$ cat src/design/phone_line_call_controller_assert.svh
// assertion macros used by the call state machine
`ifndef PHONE_LINE_CALL_CONTROLLER_ASSERT_SVH
`define PHONE_LINE_CALL_CONTROLLER_ASSERT_SVH

`ifndef SYNTHESIS
// antecedent implies consequent in the same cycle
`define PLCC_ASSERT_IMPL(label, clk, rst_n, ante, cons) \
	label: assert property (@(posedge clk) disable iff (!rst_n) (ante) |-> (cons)) \
		else $error("plcc assertion failed");
// antecedent implies consequent in the next cycle
`define PLCC_ASSERT_NEXT(label, clk, rst_n, ante, cons) \
	label: assert property (@(posedge clk) disable iff (!rst_n) (ante) |=> (cons)) \
		else $error("plcc assertion failed");
`else
`define PLCC_ASSERT_IMPL(label, clk, rst_n, ante, cons)
`define PLCC_ASSERT_NEXT(label, clk, rst_n, ante, cons)
`endif

`endif

$ cat src/design/plcc_pkg.sv
`timescale 1ns / 1ps

package plcc_pkg;

	localparam int unsigned CFG_W = 16;

	// configuration register indexes
	localparam logic [2:0] CFG_DEBOUNCE       = 3'd0;
	localparam logic [2:0] CFG_DIAL_DELAY     = 3'd1;
	localparam logic [2:0] CFG_DIAL_TONE      = 3'd2;
	localparam logic [2:0] CFG_BUSY_PERIOD    = 3'd3;
	localparam logic [2:0] CFG_BUSY_BURST     = 3'd4;
	localparam logic [2:0] CFG_RINGBACK_PER   = 3'd5;
	localparam logic [2:0] CFG_RINGBACK_BURST = 3'd6;
	localparam logic [2:0] CFG_RINGER_TOGGLE  = 3'd7;

	// reset values of the configuration registers
	localparam logic [CFG_W-1:0] RST_DEBOUNCE       = 16'd300;
	localparam logic [CFG_W-1:0] RST_DIAL_DELAY     = 16'd2000;
	localparam logic [CFG_W-1:0] RST_DIAL_TONE      = 16'd5000;
	localparam logic [CFG_W-1:0] RST_BUSY_PERIOD    = 16'd500;
	localparam logic [CFG_W-1:0] RST_BUSY_BURST     = 16'd250;
	localparam logic [CFG_W-1:0] RST_RINGBACK_PER   = 16'd4000;
	localparam logic [CFG_W-1:0] RST_RINGBACK_BURST = 16'd1500;
	localparam logic [CFG_W-1:0] RST_RINGER_TOGGLE  = 16'd2000;

	typedef struct packed {
		logic [CFG_W-1:0] debounce_ms;
		logic [CFG_W-1:0] dial_delay_ms;
		logic [CFG_W-1:0] dial_tone_ms;
		logic [CFG_W-1:0] busy_period_ms;
		logic [CFG_W-1:0] busy_burst_ms;
		logic [CFG_W-1:0] ringback_period_ms;
		logic [CFG_W-1:0] ringback_burst_ms;
		logic [CFG_W-1:0] ringer_toggle_ms;
	} cfg_t;

	typedef struct packed {
		logic caller_off_hook_raw;
		logic dest_off_hook_raw;
	} in_t;

	typedef struct packed {
		logic [2:0] line_state;
		logic       tone_on;
		logic       ringer_drive;
		logic       connect_drive;
		logic       send_caller_id;
	} out_t;

endpackage

$ cat src/design/plcc_cfg_regs.sv
`timescale 1ns / 1ps

module plcc_cfg_regs (
	input  logic                       clk,
	input  logic                       arst_n,
	input  logic                       cfg_we,
	input  logic [2:0]                 cfg_index,
	input  logic [plcc_pkg::CFG_W-1:0] cfg_data,
	output plcc_pkg::cfg_t             cfg
);
	import plcc_pkg::*;

	cfg_t cfg_q;

	always_ff @(posedge clk or negedge arst_n) begin
		if (!arst_n) begin
			cfg_q.debounce_ms        <= RST_DEBOUNCE;
			cfg_q.dial_delay_ms      <= RST_DIAL_DELAY;
			cfg_q.dial_tone_ms       <= RST_DIAL_TONE;
			cfg_q.busy_period_ms     <= RST_BUSY_PERIOD;
			cfg_q.busy_burst_ms      <= RST_BUSY_BURST;
			cfg_q.ringback_period_ms <= RST_RINGBACK_PER;
			cfg_q.ringback_burst_ms  <= RST_RINGBACK_BURST;
			cfg_q.ringer_toggle_ms   <= RST_RINGER_TOGGLE;
		end else if (cfg_we) begin
			unique case (cfg_index)
				CFG_DEBOUNCE:       cfg_q.debounce_ms        <= cfg_data;
				CFG_DIAL_DELAY:     cfg_q.dial_delay_ms      <= cfg_data;
				CFG_DIAL_TONE:      cfg_q.dial_tone_ms       <= cfg_data;
				CFG_BUSY_PERIOD:    cfg_q.busy_period_ms     <= cfg_data;
				CFG_BUSY_BURST:     cfg_q.busy_burst_ms      <= cfg_data;
				CFG_RINGBACK_PER:   cfg_q.ringback_period_ms <= cfg_data;
				CFG_RINGBACK_BURST: cfg_q.ringback_burst_ms  <= cfg_data;
				CFG_RINGER_TOGGLE:  cfg_q.ringer_toggle_ms   <= cfg_data;
				default: ;
			endcase
		end
	end

	assign cfg = cfg_q;

endmodule

$ cat src/design/plcc_debounce.sv
`timescale 1ns / 1ps

module plcc_debounce #(
	parameter int unsigned TIMER_BITS = 16
) (
	input  logic                       clk,
	input  logic                       arst_n,
	input  logic                       adv,
	input  logic                       raw,
	input  logic [plcc_pkg::CFG_W-1:0] debounce_ms,
	output logic                       level_next
);
	import plcc_pkg::*;

	localparam int unsigned CW = (TIMER_BITS > CFG_W) ? TIMER_BITS : CFG_W;

	logic                  held_q;
	logic                  deb_q;
	logic [TIMER_BITS-1:0] age_q;
	logic                  held_d;
	logic [TIMER_BITS-1:0] age_d;

	always_comb begin
		held_d = held_q;
		age_d  = (age_q == '1) ? age_q : age_q + 1'b1;
		if (raw != held_q) begin
			held_d = raw;
			age_d  = '0;
		end
		level_next = (CW'(age_d) > CW'(debounce_ms)) ? held_d : deb_q;
	end

	always_ff @(posedge clk or negedge arst_n) begin
		if (!arst_n) begin
			held_q <= 1'b0;
			deb_q  <= 1'b0;
			age_q  <= '0;
		end else if (adv) begin
			held_q <= held_d;
			deb_q  <= level_next;
			age_q  <= age_d;
		end
	end

endmodule

$ cat src/design/plcc_call_fsm.sv
`timescale 1ns / 1ps
`include "phone_line_call_controller_assert.svh"

module plcc_call_fsm #(
	parameter int unsigned TIMER_BITS = 16
) (
	input  logic           clk,
	input  logic           arst_n,
	input  logic           adv,
	input  logic           caller,
	input  logic           dest,
	input  plcc_pkg::cfg_t cfg,
	output plcc_pkg::out_t result
);
	import plcc_pkg::*;

	localparam int unsigned CW = (TIMER_BITS > CFG_W) ? TIMER_BITS : CFG_W;

	typedef enum logic [2:0] {
		ST_UNINIT    = 3'd0,
		ST_IDLE      = 3'd1,
		ST_BUSY      = 3'd2,
		ST_WAIT      = 3'd3,
		ST_CALLING   = 3'd4,
		ST_CONNECTED = 3'd5
	} line_state_t;

	line_state_t           state_q, st;
	logic [TIMER_BITS-1:0] state_age_q, tone_age_q, ringer_age_q;
	logic [TIMER_BITS-1:0] sa, ta, ra;
	logic [CFG_W-1:0]      tone_left_q, tl;
	logic                  ringer_q, rl, cid;
	logic [1:0]            ring_count_q, rc;
	out_t                  res_q;

	function automatic logic [TIMER_BITS-1:0] sat_up(input logic [TIMER_BITS-1:0] a);
		return (a == '1) ? a : a + 1'b1;
	endfunction

	function automatic logic gt(input logic [TIMER_BITS-1:0] a, input logic [CFG_W-1:0] b);
		return CW'(a) > CW'(b);
	endfunction

	always_comb begin
		sa  = sat_up(state_age_q);
		ta  = sat_up(tone_age_q);
		ra  = sat_up(ringer_age_q);
		tl  = (tone_left_q != '0) ? tone_left_q - 1'b1 : tone_left_q;
		rc  = ring_count_q;
		rl  = ringer_q;
		cid = 1'b0;
		st  = state_q;

		unique case (state_q)
			ST_BUSY: begin
				if (!caller && !dest) st = ST_IDLE;
			end
			ST_WAIT: begin
				rc = 2'd0;
				if (!caller) st = ST_IDLE;
				// autodial wins over hang-up in the same tick
				if (gt(sa, cfg.dial_delay_ms)) st = ST_CALLING;
			end
			ST_CALLING: begin
				if (!caller) st = ST_IDLE;
				if (caller && dest) st = ST_CONNECTED;
			end
			ST_CONNECTED: begin
				if (!caller) st = ST_BUSY;
			end
			default: begin
				// uninitialized falls through to the idle decision
				if (caller && dest) st = ST_BUSY;
				else if (caller) st = ST_WAIT;
				else st = ST_IDLE;
			end
		endcase

		if ((state_q == ST_BUSY || state_q == ST_CALLING || state_q == ST_WAIT)
				&& st != state_q) begin
			tl = '0;
			rl = 1'b0;
			ta = '1;
		end
		if (st == ST_WAIT && state_q != ST_WAIT) tl = cfg.dial_tone_ms;
		if (st == ST_BUSY && gt(ta, cfg.busy_period_ms)) begin
			tl = cfg.busy_burst_ms;
			ta = '0;
		end
		if (st == ST_CALLING) begin
			if (gt(ta, cfg.ringback_period_ms)) begin
				tl = cfg.ringback_burst_ms;
				ta = '0;
			end
			if (gt(ra, cfg.ringer_toggle_ms)) begin
				// second toggle of the call asks for caller id
				if (rc == 2'd1) cid = 1'b1;
				rl = ~rl;
				ra = '0;
				if (rc != 2'd2) rc = rc + 2'd1;
			end
		end
		if (st == ST_CONNECTED) rl = 1'b0;
		if (st != state_q) sa = '0;
	end

	always_ff @(posedge clk or negedge arst_n) begin
		if (!arst_n) begin
			state_q      <= ST_UNINIT;
			state_age_q  <= '0;
			tone_age_q   <= '1;
			ringer_age_q <= '1;
			tone_left_q  <= '0;
			ringer_q     <= 1'b0;
			ring_count_q <= 2'd0;
			res_q        <= '0;
		end else if (adv) begin
			state_q              <= st;
			state_age_q          <= sa;
			tone_age_q           <= ta;
			ringer_age_q         <= ra;
			tone_left_q          <= tl;
			ringer_q             <= rl;
			ring_count_q         <= rc;
			res_q.line_state     <= st;
			res_q.tone_on        <= (tl != '0);
			res_q.ringer_drive   <= rl;
			res_q.connect_drive  <= (st == ST_CONNECTED);
			res_q.send_caller_id <= cid;
		end
	end

	assign result = res_q;

	`PLCC_ASSERT_IMPL(a_ring_sat, clk, arst_n, 1'b1, ring_count_q != 2'd3)
	`PLCC_ASSERT_IMPL(a_cid_calling, clk, arst_n, res_q.send_caller_id,
		res_q.line_state == ST_CALLING && ring_count_q == 2'd2)
	`PLCC_ASSERT_IMPL(a_connect_quiet, clk, arst_n, res_q.connect_drive, !res_q.ringer_drive)
	`PLCC_ASSERT_NEXT(a_hold, clk, arst_n, !adv, $stable(state_q) && $stable(res_q))
	`PLCC_ASSERT_NEXT(a_autodial, clk, arst_n, adv && state_q == ST_WAIT && st == ST_CALLING,
		ring_count_q != 2'd2)

endmodule

$ cat src/design/phone_line_call_controller.sv
`timescale 1ns / 1ps
// channel   direction  handshake                    payload
// input     in         in_valid / in_stall          in_data   (plcc_pkg::in_t)
// output    out        out_valid / out_stall        out_data  (plcc_pkg::out_t)
// config    in         cfg_we, write only           cfg_index, cfg_data
//
// one tick per clock cycle sustained while out_stall is low; a tick is taken into the input
// register at the accepting edge and its result is written into the result register on adv
// reset puts the configuration at its default timings and the line uninitialized
// out_stall holds the result register; the input register still takes one more
// tick, and in_stall rises only when both registers are full and out_stall is high

module phone_line_call_controller #(
	parameter int unsigned TIMER_BITS = 16
) (
	input  logic                       clk,
	input  logic                       arst_n,
	input  logic                       in_valid,
	output logic                       in_stall,
	input  plcc_pkg::in_t              in_data,
	output logic                       out_valid,
	input  logic                       out_stall,
	output plcc_pkg::out_t             out_data,
	input  logic                       cfg_we,
	input  logic [2:0]                 cfg_index,
	input  logic [plcc_pkg::CFG_W-1:0] cfg_data
);
	import plcc_pkg::*;

	cfg_t cfg;
	in_t  in_s1;
	logic in_valid_s1;
	logic out_valid_q;
	logic adv;
	logic caller_lvl, dest_lvl;

	// s1 moves into the result register when that register is free or draining
	assign adv      = in_valid_s1 && (!out_valid_q || !out_stall);
	assign in_stall = in_valid_s1 && !adv;

	always_ff @(posedge clk or negedge arst_n) begin
		if (!arst_n) begin
			in_valid_s1 <= 1'b0;
			out_valid_q <= 1'b0;
		end else begin
			if (in_valid && !in_stall) in_valid_s1 <= 1'b1;
			else if (adv) in_valid_s1 <= 1'b0;
			if (adv) out_valid_q <= 1'b1;
			else if (!out_stall) out_valid_q <= 1'b0;
		end
	end

	always_ff @(posedge clk) begin
		if (in_valid && !in_stall) in_s1 <= in_data;
	end

	plcc_cfg_regs u_cfg (
		.clk       (clk),
		.arst_n    (arst_n),
		.cfg_we    (cfg_we),
		.cfg_index (cfg_index),
		.cfg_data  (cfg_data),
		.cfg       (cfg)
	);

	plcc_debounce #(.TIMER_BITS(TIMER_BITS)) u_deb_caller (
		.clk         (clk),
		.arst_n      (arst_n),
		.adv         (adv),
		.raw         (in_s1.caller_off_hook_raw),
		.debounce_ms (cfg.debounce_ms),
		.level_next  (caller_lvl)
	);

	plcc_debounce #(.TIMER_BITS(TIMER_BITS)) u_deb_dest (
		.clk         (clk),
		.arst_n      (arst_n),
		.adv         (adv),
		.raw         (in_s1.dest_off_hook_raw),
		.debounce_ms (cfg.debounce_ms),
		.level_next  (dest_lvl)
	);

	plcc_call_fsm #(.TIMER_BITS(TIMER_BITS)) u_fsm (
		.clk    (clk),
		.arst_n (arst_n),
		.adv    (adv),
		.caller (caller_lvl),
		.dest   (dest_lvl),
		.cfg    (cfg),
		.result (out_data)
	);

	assign out_valid = out_valid_q;

endmodule
$ cat config.mk
export PLATFORM = sky130hd
export DESIGN_NAME = phone_line_call_controller
export DESIGN_NICKNAME = d
export VERILOG_FILES = /design/src/design/plcc_pkg.sv /design/src/design/plcc_cfg_regs.sv /design/src/design/plcc_debounce.sv /design/src/design/plcc_call_fsm.sv /design/src/design/phone_line_call_controller.sv
export VERILOG_INCLUDE_DIRS = /design/src /design/src/design
export SDC_FILE = /design/constraint.sdc
export NUM_CORES = 1
export LEC_CHECK = 0
export ABC_CLOCK_PERIOD_IN_PS = 27700
export BUFFER_PORTS_ARGS = -buffer_cell sky130_fd_sc_hd__buf_2
export CAP_MARGIN = 20
export CORE_MARGIN = 2
export CORE_UTILIZATION = 63
export CTS_CLUSTER_DIAMETER = 80
export DETAILED_ROUTE_END_ITERATION = 12
export PLACE_DENSITY = 0.8
export SETUP_SLACK_MARGIN = 0.2
export SLEW_MARGIN = 20
export SYNTH_ARGS = -nofsm -noshare
export SYNTH_HDL_FRONTEND = slang
export SYNTH_SLANG_ARGS = --single-unit
$ cat constraint.sdc
create_clock -name clk -period 27.7 [get_ports clk]
set_input_delay 1.385 -clock clk [delete_from_list [all_inputs] [get_ports clk]]
set_output_delay 1.385 -clock clk [all_outputs]
set_load 0.01 [all_outputs]
======== After elaboration in Yosys (flattened, before gate mapping) ========
Cells that the tools add are included.
word-level totals
  bits in latches ......................... 0
  ROM bits ................................ 0
  memories ................................ 0
  output and inout port bits .............. 9
  memory bits (writable) .................. 0
  bits in registers ....................... 241
cells by class
  equality and inequality tests ........... 27
  reductions and logical operators ........ 29
  add/subtract/negate cells ............... 7
  bitwise gates (word level) .............. 1
  mux-type cells .......................... 47
  shift-type cells ........................ 0
  multiply operators ...................... 0
  $lt $le $gt $ge ......................... 6
  divide/modulo/power cells ............... 0
operator list
  cell                                                    count
  2-to-1 mux 16 bit                                       20
  greater-than comparator 16 bit                          6
  adder 16 x 1 -> 16 bit (second input constant)          5
  equality test 16 bit (second input constant)            5
  nonzero test 16 bit                                     2
  equality test 3 bit (second input constant)             8
  equality test 3 x 2 -> 1 bit (second input constant)    6
  2-to-1 mux 3 bit                                        6
  AND reduction 2 bit                                     8
  subtractor 16 x 1 -> 16 bit (second input constant)     1
  2-to-1 mux 1 bit                                        15
  case mux 3 bit (4 select lines)                         1
  2-to-1 mux 2 bit                                        5
  logical AND 1 bit                                       8
  zero test 1 bit                                         6
  equality test 3 x 1 -> 1 bit (second input constant)    1
  zero test 3 bit                                         1
  logical OR 1 bit                                        3
  inequality test 3 x 2 -> 1 bit (second input constant)  1
  inequality test 3 bit                                   1
  adder 2 x 1 -> 2 bit (second input constant)            1
  equality test 2 x 1 -> 1 bit (second input constant)    1
  inequality test 1 bit                                   2
  inequality test 2 x 1 -> 1 bit (second input constant)  1
  other kinds (3)                                         3

======== Longest topological paths before layout ========
Gate-level depths: netlist of the first run.
  depth after elaboration ................. 19
  depth in mapped cells ................... 51
  depth with buffers taken out ............ 43

======== Hierarchy ========
Synthesis of the first run repeated with hierarchy kept, for this count alone.
second synthesis, totals
  cell total of the unflattened synthesis .. 1656
  area total of the unflattened synthesis .. 15805.2 µm²
modules (own cells, without submodules)
  module                         seq. area each (µm²)  area an instance (µm²)  cells each  times used
  plcc_call_fsm                  1866.8                7166.9                  923         1
  plcc_cfg_regs                  3260.6                4972.3                  279         1
  plcc_debounce at u_deb_caller  450.4                 1762.9                  227         1
  plcc_debounce at u_deb_dest    450.4                 1750.4                  217         1
  phone_line_call_controller     110.1                 152.6                   10          1

======== Least setup slack after synthesis of the first run ========
Ideal clock, no wire load.
  path kind ............................... register to register
  start ................................... register u_deb_caller.age_q[0]
  end ..................................... register u_fsm.res_q (netlist bit u_fsm.result[3])
  required time ........................... 27574 ps
  cell stages (with the launch flop) ...... 47
  library setup time ...................... 126 ps
  data arrival time ....................... 8895 ps
  buffers on the path ..................... 7
  slack ................................... 18679 ps
  period minus slack after synthesis ...... 9021 ps
  cell sequence ........................... dfrtp_1 ha_1 nand2_1 nor4_1 and2_1 nand2b_1 clkbuf_1 nor2b_1 nor2b_1 nor2b_1 xnor2_1 nor2_1 ha_1 nand2_1 nor3_1 a2111oi_2 a31oi_4 mux2i_2 [... 11 more ...] o2111ai_1 inv_1 o21a_4 buf_6 a21oi_1 ha_1 a21o_1 a21o_1 a21oi_1 o21ai_0 a211oi_1 a211oi_1 a211oi_2 buf_2 a221oi_1 nor4_1 nand3_1 o32a_1
between the ends
  longest elaborated chain between the ends .. 19
  elaborated cells between the ends (all ways) .. 34
  classes of those cells .................. add/sub: 1; order compare: 3; eq/ne: 5; mux: 18; reduce/logical: 7
ends and longest elaborated chain
  what                                                                   line                  RTL
  start, declared                                                        plcc_debounce.sv:19   logic [TIMER_BITS-1:0] age_q;
  start signal, assigned                                                 plcc_debounce.sv:41   age_q <= age_d;
  adder 16 x 1 -> 16 bit / equality test 16 bit (equally long branches)  plcc_debounce.sv:25   age_d = (age_q == '1) ? age_q : age_q + 1'b1;
  2-to-1 mux 16 bit (*)                                                  plcc_debounce.sv:25
  2-to-1 mux 16 bit (*)                                                  plcc_debounce.sv:26   if (raw != held_q) begin
  net u_deb_caller.age_d[11]                                             plcc_debounce.sv:21   logic [TIMER_BITS-1:0] age_d;
  greater-than comparator 16 bit (*)                                     plcc_debounce.sv:30   level_next = (CW'(age_d) > CW'(debounce_ms)) ? held_d : deb_q;
  2-to-1 mux 1 bit (*)                                                   plcc_debounce.sv:30
  zero test 1 bit                                                        plcc_call_fsm.sv:56   if (!caller && !dest) st = ST_IDLE;
  logical AND 1 bit                                                      plcc_call_fsm.sv:56
  [... 4 more ...]                                                       n/a
  2-to-1 mux 16 bit                                                      plcc_call_fsm.sv:79   if ((state_q == ST_BUSY || state_q == ST_CALLING || state_q == ST_WAIT)
  greater-than comparator 16 bit                                         plcc_call_fsm.sv:41   return CW'(a) > CW'(b);
  logical AND 1 bit                                                      plcc_call_fsm.sv:86   if (st == ST_BUSY && gt(ta, cfg.busy_period_ms)) begin
  2-to-1 mux 16 bit                                                      plcc_call_fsm.sv:86
  greater-than comparator 16 bit                                         plcc_call_fsm.sv:41
  2-to-1 mux 16 bit                                                      plcc_call_fsm.sv:91   if (gt(ta, cfg.ringback_period_ms)) begin
  2-to-1 mux 16 bit (*)                                                  plcc_call_fsm.sv:90   if (st == ST_CALLING) begin
  nonzero test 16 bit (*)                                                plcc_call_fsm.sv:126  res_q.tone_on <= (tl != '0);
  end, declared                                                          plcc_call_fsm.sv:34   out_t res_q;
The timed path passes the listed nets; every way through them passes the cells marked *.
A chain may end at the register's enable or synchronous reset.

======== Worst setup path in the final report of the first run ========
  start ................................... register u_deb_caller.age_q[6]
  end ..................................... register u_fsm.res_q (netlist bit u_fsm.result[3])
Same word-level chain as after synthesis.

==> results of run 1 <==
how the worst min path moves through the flow:
stage,slack (ns),endpoint,cells past startpoint
after global placement,0.45,u_fsm.result[0]$_DFFE_PN0P_,2
after global routing,0.51,u_fsm.tone_age_q[10]$_DFFE_PN1P_,2
final,0.49,u_fsm.tone_age_q[10]$_DFFE_PN1P_,2
after detailed placement,0.48,u_fsm.result[0]$_DFFE_PN0P_,2
after floorplan,0.47,u_fsm.ring_count_q[0]$_DFFE_PN0P_,1
after CTS,0.49,u_fsm.tone_age_q[10]$_DFFE_PN1P_,2
cell families (layout without fill, tap and decap cells):
kind of cell | count (synthesis) | count (layout) | share of synthesized area [%]
adders and majority gates | 109 | 109 | 9.19
and+or+nand+nor | 571 | 571 | 17.8
xor gates and xnor gates | 63 | 63 | 3.72
buffers and inverters | 193 | 219 | 5.00
DFF | 241 | 241 | 41.4
AOI/OAI and AO/OA | 330 | 330 | 14.1
muxes | 117 | 117 | 8.83
synth_stat cells (4+ instances only):
| master | number | share of area [%] |
|---|---|---|
| and3_1 | 17 | 0.72 |
| xor2_1 | 32 | 1.9 |
| nand3_1 | 39 | 1.3 |
| nand4_1 | 37 | 1.6 |
| nand2_1 | 243 | 6.1 |
| clkbuf_1 | 65 | 1.6 |
| inv_1 | 121 | 3.1 |
| nor4_1 | 7 | 0.30 |
| or3_1 | 4 | 0.17 |
| a221oi_1 | 11 | 0.65 |
| dfrtp_1 | 161 | 27 |
| nor2_1 | 121 | 3.1 |
| o21a_1 | 10 | 0.51 |
| mux2i_1 | 11 | 0.74 |
| or2_2 | 7 | 0.30 |
| a31oi_1 | 4 | 0.17 |
| o21bai_1 | 4 | 0.20 |
| o21ai_0 | 126 | 4.3 |
| a211oi_1 | 7 | 0.35 |
| nand2b_1 | 23 | 0.97 |
| nor2b_1 | 14 | 0.59 |
| dfstp_2 | 78 | 14 |
| a22oi_1 | 12 | 0.61 |
| and2_1 | 13 | 0.55 |
| o31ai_1 | 38 | 1.9 |
| ha_1 | 109 | 9.2 |
| nor3_1 | 27 | 0.91 |
| mux2_2 | 101 | 7.7 |
| xnor2_1 | 31 | 1.8 |
| a21o_1 | 15 | 0.76 |
| a21oi_1 | 67 | 2.3 |
sequential cells by signal, summed over array words and instances (netlist names), 2 cells and up:
signal	flops
u_cfg.cfg	128
in_s1	2
u_fsm.tone_left_q	16
u_fsm.tone_age_q	16
u_fsm.result	3
u_fsm.ring_count_q	2
u_fsm.state_age_q	16
u_deb_caller.age_q	16
u_fsm.state_q	3
u_deb_dest.age_q	16
u_fsm.ringer_age_q	16
routing by layer:
metal | vias to the layer above | track usage, % | routed length, um | part of all wire, %
li1 | 5687 | - | - | -
met1 | 5922 | 39.7 | 15500 | 41
met2 | 437 | 52.5 | 18300 | 49
met3 | 94 | 3.66 | 2200 | 5.9
met4 | 0 | 11.1 | 1370 | 3.7
met5 | - | 0 | 0 | 0
layout make-up:
class | count | area (um2) | share of cell area [%]
Clock buffer | 31 | 701 | 4.29
Clock inverter | 18 | 330 | 2.02
Inverter | 121 | 454 | 2.78
Multi-Input combinational cell | 1190 | 8000 | 49.0
Sequential cell | 241 | 6140 | 37.6
Tap cell | 319 | 399 | 2.44
Timing Repair Buffer | 49 | 308 | 1.89
where the power goes:
| group | total [W] | leakage, nW | switching, W | internal (W) |
|---|---|---|---|---|
| sequential | 0.000494 | 2.88 | 0.0000548 | 0.000440 |
| combinational | 0.000375 | 4.05 | 0.000216 | 0.000159 |
| clock | 0.000416 | 0.496 | 0.000151 | 0.000266 |
| total | 0.00129 | 7.43 | 0.000421 | 0.000864 |
worst max-delay path: cells and delay by family, from the launching register on:
kind	cells	cell delay, ns
AOI/OAI and AO/OA	16	4.83
and+or+nand+nor	17	3.71
adders and majority gates	3	0.86
DFF	1	0.42
muxes	1	0.35
xor gates and xnor gates	1	0.19
buffers and inverters	2	0.19
stage by stage:
stage | worst slack (ns) | total power (W) | hold slack [ns] | cells | util [%]
finish | 16.99 | 0.00129 | 0.491 | 1969 | 70.2
global route | 16.19 | 0.00136 | 0.508 | 1969 | 70.2
CTS | 17.12 | 0.00128 | 0.493 | 1966 | 70.0
global placement | 17.56 | 0.000844 | 0.452 | 1917 | 65.6
detailed placement | 17.29 | 0.000862 | 0.482 | 1917 | 65.6
floorplan | 18.68 | 0.000759 | 0.466 | 1624 | -
==> results.json, run 1 <==
{
  "status": "complete, no violations",
  "clock_skew_ns": 0.0171,
  "rsz0062_at_grt": "no",
  "grt_pass1_vias": 11846,
  "drc": 0,
  "tightest_slew_ns": 1.15,
  "synthToLayoutAreaGrowth_pct": 10.1,
  "setup_viol_count_final": 0,
  "drt-total-wl_um": 37300,
  "io_pins": 35,
  "die_area_mm2": 0.0248,
  "ant_nets": 0,
  "startpoint": "u_deb_caller.age_q[6]$_DFFE_PN0P_",
  "synth_seq_cells": 241,
  "final_common_cell": "nand2_1",
  "grt_pass1_wl_um": 59700,
  "start_util_pct": 63.8,
  "r2r.worst_path.cells": 40,
  "vias": 12140,
  "r2r-end": "u_fsm.result[3]$_DFFE_PN0P_",
  "yosysWarnings": 0,
  "slowest_stage": "a211oi_2",
  "synth_area_mm2": 0.0148,
  "hold_buffers": 0,
  "layout-drive-gt1-share_pct": 18.5,
  "cts_buffer_depth": 3,
  "synthDistinctLibCells": 74,
  "critical_path_arrival_ns": 11.13,
  "track_usage_pct": 30.5,
  "fin_crit_ns": 10.71,
  "cts_made_buffers": 27,
  "synthFlopType": "dfrtp_1",
  "dpl-instance-area_mm2": 0.0153,
  "r2r_slack_ns": 16.99,
  "dr.pass1.iters": 7,
  "grt_max_degree": 113,
  "core_area_mm2": 0.0233,
  "cap_viol_max_count": 0,
  "ys_seq_area_share_pct": 41.4,
  "insertion_delay_ns": 0.54,
  "final_area_mm2": 0.0163,
  "path_class": "reg -> reg",
  "cts_post_setup_buffers_inserted": 0,
  "cts.clk_slew.worst_paths_ns": 0.06,
  "cellPowerDensity_mw_per_mm2": 78.7,
  "synth-edff-count": 2,
  "port_buffers": 34,
  "postSynthCellCount": 1624,
  "routedWlPerCell_um": 18.9,
  "row_count": 56,
  "fmax_mhz": 93.4,
  "r2r_start": "u_deb_caller.age_q[6]$_DFFE_PN0P_",
  "cp_max_fo": 30,
  "max-slew-margin-rel_pct": 22.9,
  "antenna_found_initial": 0,
  "ctsHtreeMaxLevel": 1,
  "synth_nets": 1759,
  "min_path_type": "reg -> reg",
  "antenna_cells": 0,
  "finalHoldViolCount": 0,
  "max_stage_delay_ns": 0.97,
  "required_ns": 28.12,
  "final_cell_mix": "242 x nand2_1, 161 x dfrtp_1, 126 x o21ai_0, 121 x inv_1, 121 x nor2_1",
  "finalCritPeriodShare_pct": 38.7,
  "tns_ns": 0,
  "syn_area_per_cell_um2": 9.14,
  "gp_congestion": 0.910,
  "cp-end-kind": "register",
  "ir_drop_mv": 0.0863,
  "crit_end": "u_fsm.result[3]$_DFFE_PN0P_",
  "startpoint_type": "register",
  "avgViaCountPerCell": 6.17,
  "cts_tree": "done",
  "p_leak_nw": 7.43,
  "clock_sinks": 241,
  "place_hpwl_um": 25000,
  "drv_slew": 0,
  "fp.dieH_um": 157,
  "die_x_um": 157,
  "synth-async-reset-ratio_pct": 99.2,
  "hp-start": "u_fsm.tone_age_q[10]$_DFFE_PN1P_",
  "drtIter0Drc": 1097,
  "fillers": 1751,
  "postCtsResizedCells": 0,
  "finalNetCount": 1765,
  "overflow": 0,
  "root_buffer": "clkbuf_16"
}
Power figures use the tool's default switching activity.
==> run 2: changes to the inputs <==
--- a/config.mk
+++ b/config.mk
@@ -6,14 +6,15 @@
 export SDC_FILE = /design/constraint.sdc
 export NUM_CORES = 1
 export LEC_CHECK = 0
-export ABC_CLOCK_PERIOD_IN_PS = 27700
+export ABC_AREA = 1
+export ABC_CLOCK_PERIOD_IN_PS = 9600
 export BUFFER_PORTS_ARGS = -buffer_cell sky130_fd_sc_hd__buf_2
 export CAP_MARGIN = 20
 export CORE_MARGIN = 2
-export CORE_UTILIZATION = 63
+export CORE_UTILIZATION = 58
 export CTS_CLUSTER_DIAMETER = 80
 export DETAILED_ROUTE_END_ITERATION = 12
-export PLACE_DENSITY = 0.8
+export PLACE_DENSITY = 0.78
 export SETUP_SLACK_MARGIN = 0.2
 export SLEW_MARGIN = 20
 export SYNTH_ARGS = -nofsm -noshare
==> constraint.sdc (replaced) <==
create_clock -name clk -period 9.6 [get_ports clk]
set_input_delay 0.48 -clock clk [delete_from_list [all_inputs] [get_ports clk]]
set_output_delay 0.48 -clock clk [all_outputs]
set_load 0.01 [all_outputs]
==> results.json, run 2 <==
{
  "required_ns": 10.06,
  "drtIter0Drc": 1149,
  "insertion_delay_ns": 0.57,
  "row_count": 58,
  "synth_seq_cells": 241,
  "cts.clk_slew.worst_paths_ns": 0.06,
  "finalCritPeriodShare_pct": 90.1,
  "largest_reg_flops": 128,
  "ys_seq_area_share_pct": 41.4,
  "grt_pass1_vias": 12692,
  "finalNetCount": 2128,
  "ir_drop_mv": 0.200,
  "die_area_mm2": 0.0268,
  "ys_top_cells_by_count": "518 x nand2_1, 295 x inv_1, 239 x o21ai_0, 161 x dfrtp_1, 134 x nor2_1",
  "synth.most_common_cell": "nand2_1",
  "yosysWarnings": 0,
  "synthToLayoutAreaGrowth_pct": 9.91,
  "port_buffers": 34,
  "cts_made_buffers": 29,
  "finalHoldViolCount": 0,
  "startpoint_type": "register",
  "synth_area_leader_cell": "dfrtp_1",
  "synth-async-reset-ratio_pct": 99.2,
  "synth_area_leaders": "dfrtp_1 27%, dfstp_2 14%, nand2_1 13%",
  "overflow": 0,
  "gp_congestion": 0.959,
  "ant_nets": 0,
  "path_class": "reg -> reg",
  "postSynthCellCount": 1979,
  "status": "complete, no violations",
  "r2r_start": "u_deb_caller.age_q[0]$_DFFE_PN0P_",
  "cap_viol_max_count": 0,
  "max-slew-margin-rel_pct": 32.3,
  "fmax_mhz": 116,
  "final_common_cell": "nand2_1",
  "cp-end-kind": "register",
  "track_usage_pct": 28.9,
  "finalPower_w": 0.00439,
  "r2r.worst_path.cells": 55,
  "rsz0062_at_grt": "no",
  "root_buffer": "clkbuf_16",
  "place_hpwl_um": 26900,
  "grt_max_degree": 92,
  "cp_max_fo": 33,
  "die_x_um": 164,
  "cts_tree": "done",
  "tightest_slew_ns": 1.01,
  "max_stage_delay_ns": 0.51,
  "final_cell_mix": "515 x nand2_1, 294 x inv_1, 239 x o21ai_0, 161 x dfrtp_1, 134 x nor2_1",
  "clock_skew_ns": 0.0255,
  "p_leak_nw": 8.08,
  "core_area_mm2": 0.0251,
  "min_path_type": "in -> reg",
  "r2r-end": "u_fsm.result[3]$_DFFE_PN0P_",
  "min_path_cells": 1,
  "antenna_found_initial": 0,
  "cts_buffer_depth": 3,
  "ctsHtreeMaxLevel": 1,
  "routedWlPerCell_um": 16.0,
  "synth_area_mm2": 0.0148,
  "antenna_cells": 0,
  "fp.dieH_um": 164,
  "setup_viol_count_final": 0,
  "drv_slew": 0,
  "fin_crit_ns": 8.65,
  "layout-drive-gt1-share_pct": 9.92,
  "io_pins": 35,
  "synthDistinctLibCells": 49,
  "synthFlopType": "dfrtp_1",
  "dr.pass1.iters": 6,
  "hp-start": "in_data[1]",
  "cellPowerDensity_mw_per_mm2": 270,
  "r2r_slack_ns": 0.95,
  "vias": 13084,
  "cp_common_cell": "nand2_1",
  "synth_nets": 2114,
  "synth-edff-count": 2,
  "drt-total-wl_um": 37600,
  "fillers": 2232,
  "slowest_stage": "nor4_1",
  "critical_path_arrival_ns": 9.10,
  "syn_area_per_cell_um2": 7.49,
  "worstHoldEndpoint": "in_s1[1]$_DFFE_PP_",
  "tns_ns": 0,
  "grt_pass1_wl_um": 62200,
  "start_util_pct": 59.0,
  "clock_sinks": 241,
  "netlist.area_leader.share_pct": 27.2,
  "drc": 0,
  "avgViaCountPerCell": 5.58
}
==> run 2: cell types whose count changed after synthesis, moves of 14 or more <==
cell / before / now
nand2b_1: 23 / 0
clkbuf_1: 65 / 50
xnor2_1: 31 / 1
and3_1: 17 / 2
nand3_1: 39 / 69
nand2_1: 243 / 518
o31ai_1: 38 / 1
inv_1: 121 / 295
o21ai_0: 126 / 239
mux2_2: 101 / 0
nor3_1: 27 / 49
o22ai_1: 3 / 31
nor2b_1: 14 / 0
==> run 2: metrics by stage <==
step                      hold slack [ns]  utilization, %  area [um2]  setup WS (ns)  instances
after CTS                          0.0943            64.7       16200          0.258       2345
after floorplan                     0.184               -       14800           1.97       1979
after detailed placement            0.470            60.7       15200          0.326       2290
after global placement              0.460            60.7       15200          0.698       2290
final                               0.107            64.8       16300          0.953       2346
after global routing               0.0938            64.8       16300          0.180       2346
==> run 2: cell families after synthesis <==
family	count (synthesis)	synth area share (%)
xor+xnor	45	2.66
fa+ha+maj	109	9.21
flops	241	41.4
buf+inv	360	9.26
compound gates	380	13.6
simple gates	844	23.8
==> run 2: layout make-up <==
cell class	count	area [um2]	area share (%)
multi-input cells	1379	7350	45.2
flip-flops and latches	241	6140	37.7
inverters	298	1120	6.88
clock buffers	41	841	5.16
well taps	330	413	2.54
repair buffers	44	258	1.58
clock inverters	13	159	0.976
==> run 2: critical path, delay by kind of cell, from the launching register on <==
| kind | cells | cell delay (ns) |
|---|---|---|
| and+or+nand+nor | 38 | 5.26 |
| adders and majority gates | 4 | 0.99 |
| buffers and inverters | 6 | 0.56 |
| DFF | 1 | 0.38 |
| AOI/OAI and AO/OA | 7 | 1.35 |
==> run 2: report_power, final <==
group | switching [W] | leakage, nW | internal (W)
Sequential | 0.000161 | 2.92 | 0.00131
Clock | 0.000446 | 0.491 | 0.000691
Combinational | 0.00117 | 4.66 | 0.000618
==> run 2: what timing repair did <==
action                     CTS  global route
hold buffers                 1             0
setup endpoints to repair    0            33
hold endpoints to repair    79             0
resized for setup            0             8
buffers inserted             0             0
==> run 2: worst max-delay path by stage <==
stage	depth (start not counted)	endpoint	slack (ns)	startpoint
floorplan	60	u_fsm.result[3]$_DFFE_PN0P_	1.97	u_fsm.state_age_q[0]$_DFFE_PN0P_
global placement	50	u_fsm.tone_age_q[14]$_DFFE_PN1P_	0.70	u_deb_caller.age_q[0]$_DFFE_PN0P_
detailed placement	50	u_fsm.tone_age_q[11]$_DFFE_PN1P_	0.33	u_fsm.state_age_q[0]$_DFFE_PN0P_
CTS	50	u_fsm.tone_age_q[11]$_DFFE_PN1P_	0.26	u_deb_caller.age_q[0]$_DFFE_PN0P_
global route	57	u_fsm.result[3]$_DFFE_PN0P_	0.18	u_fsm.state_age_q[0]$_DFFE_PN0P_
finish	55	u_fsm.result[3]$_DFFE_PN0P_	0.95	u_deb_caller.age_q[0]$_DFFE_PN0P_
==> run 2: per-layer routing <==
layer	share of wire [%]	wire (um)	track usage (%)	vias up
met2	47	17800	48.2	399
li1	-	-	-	6445
met3	6.4	2430	5.10	97
met5	0	0	0	-
met1	42	16000	37.8	6143
met4	3.7	1390	10.5	0
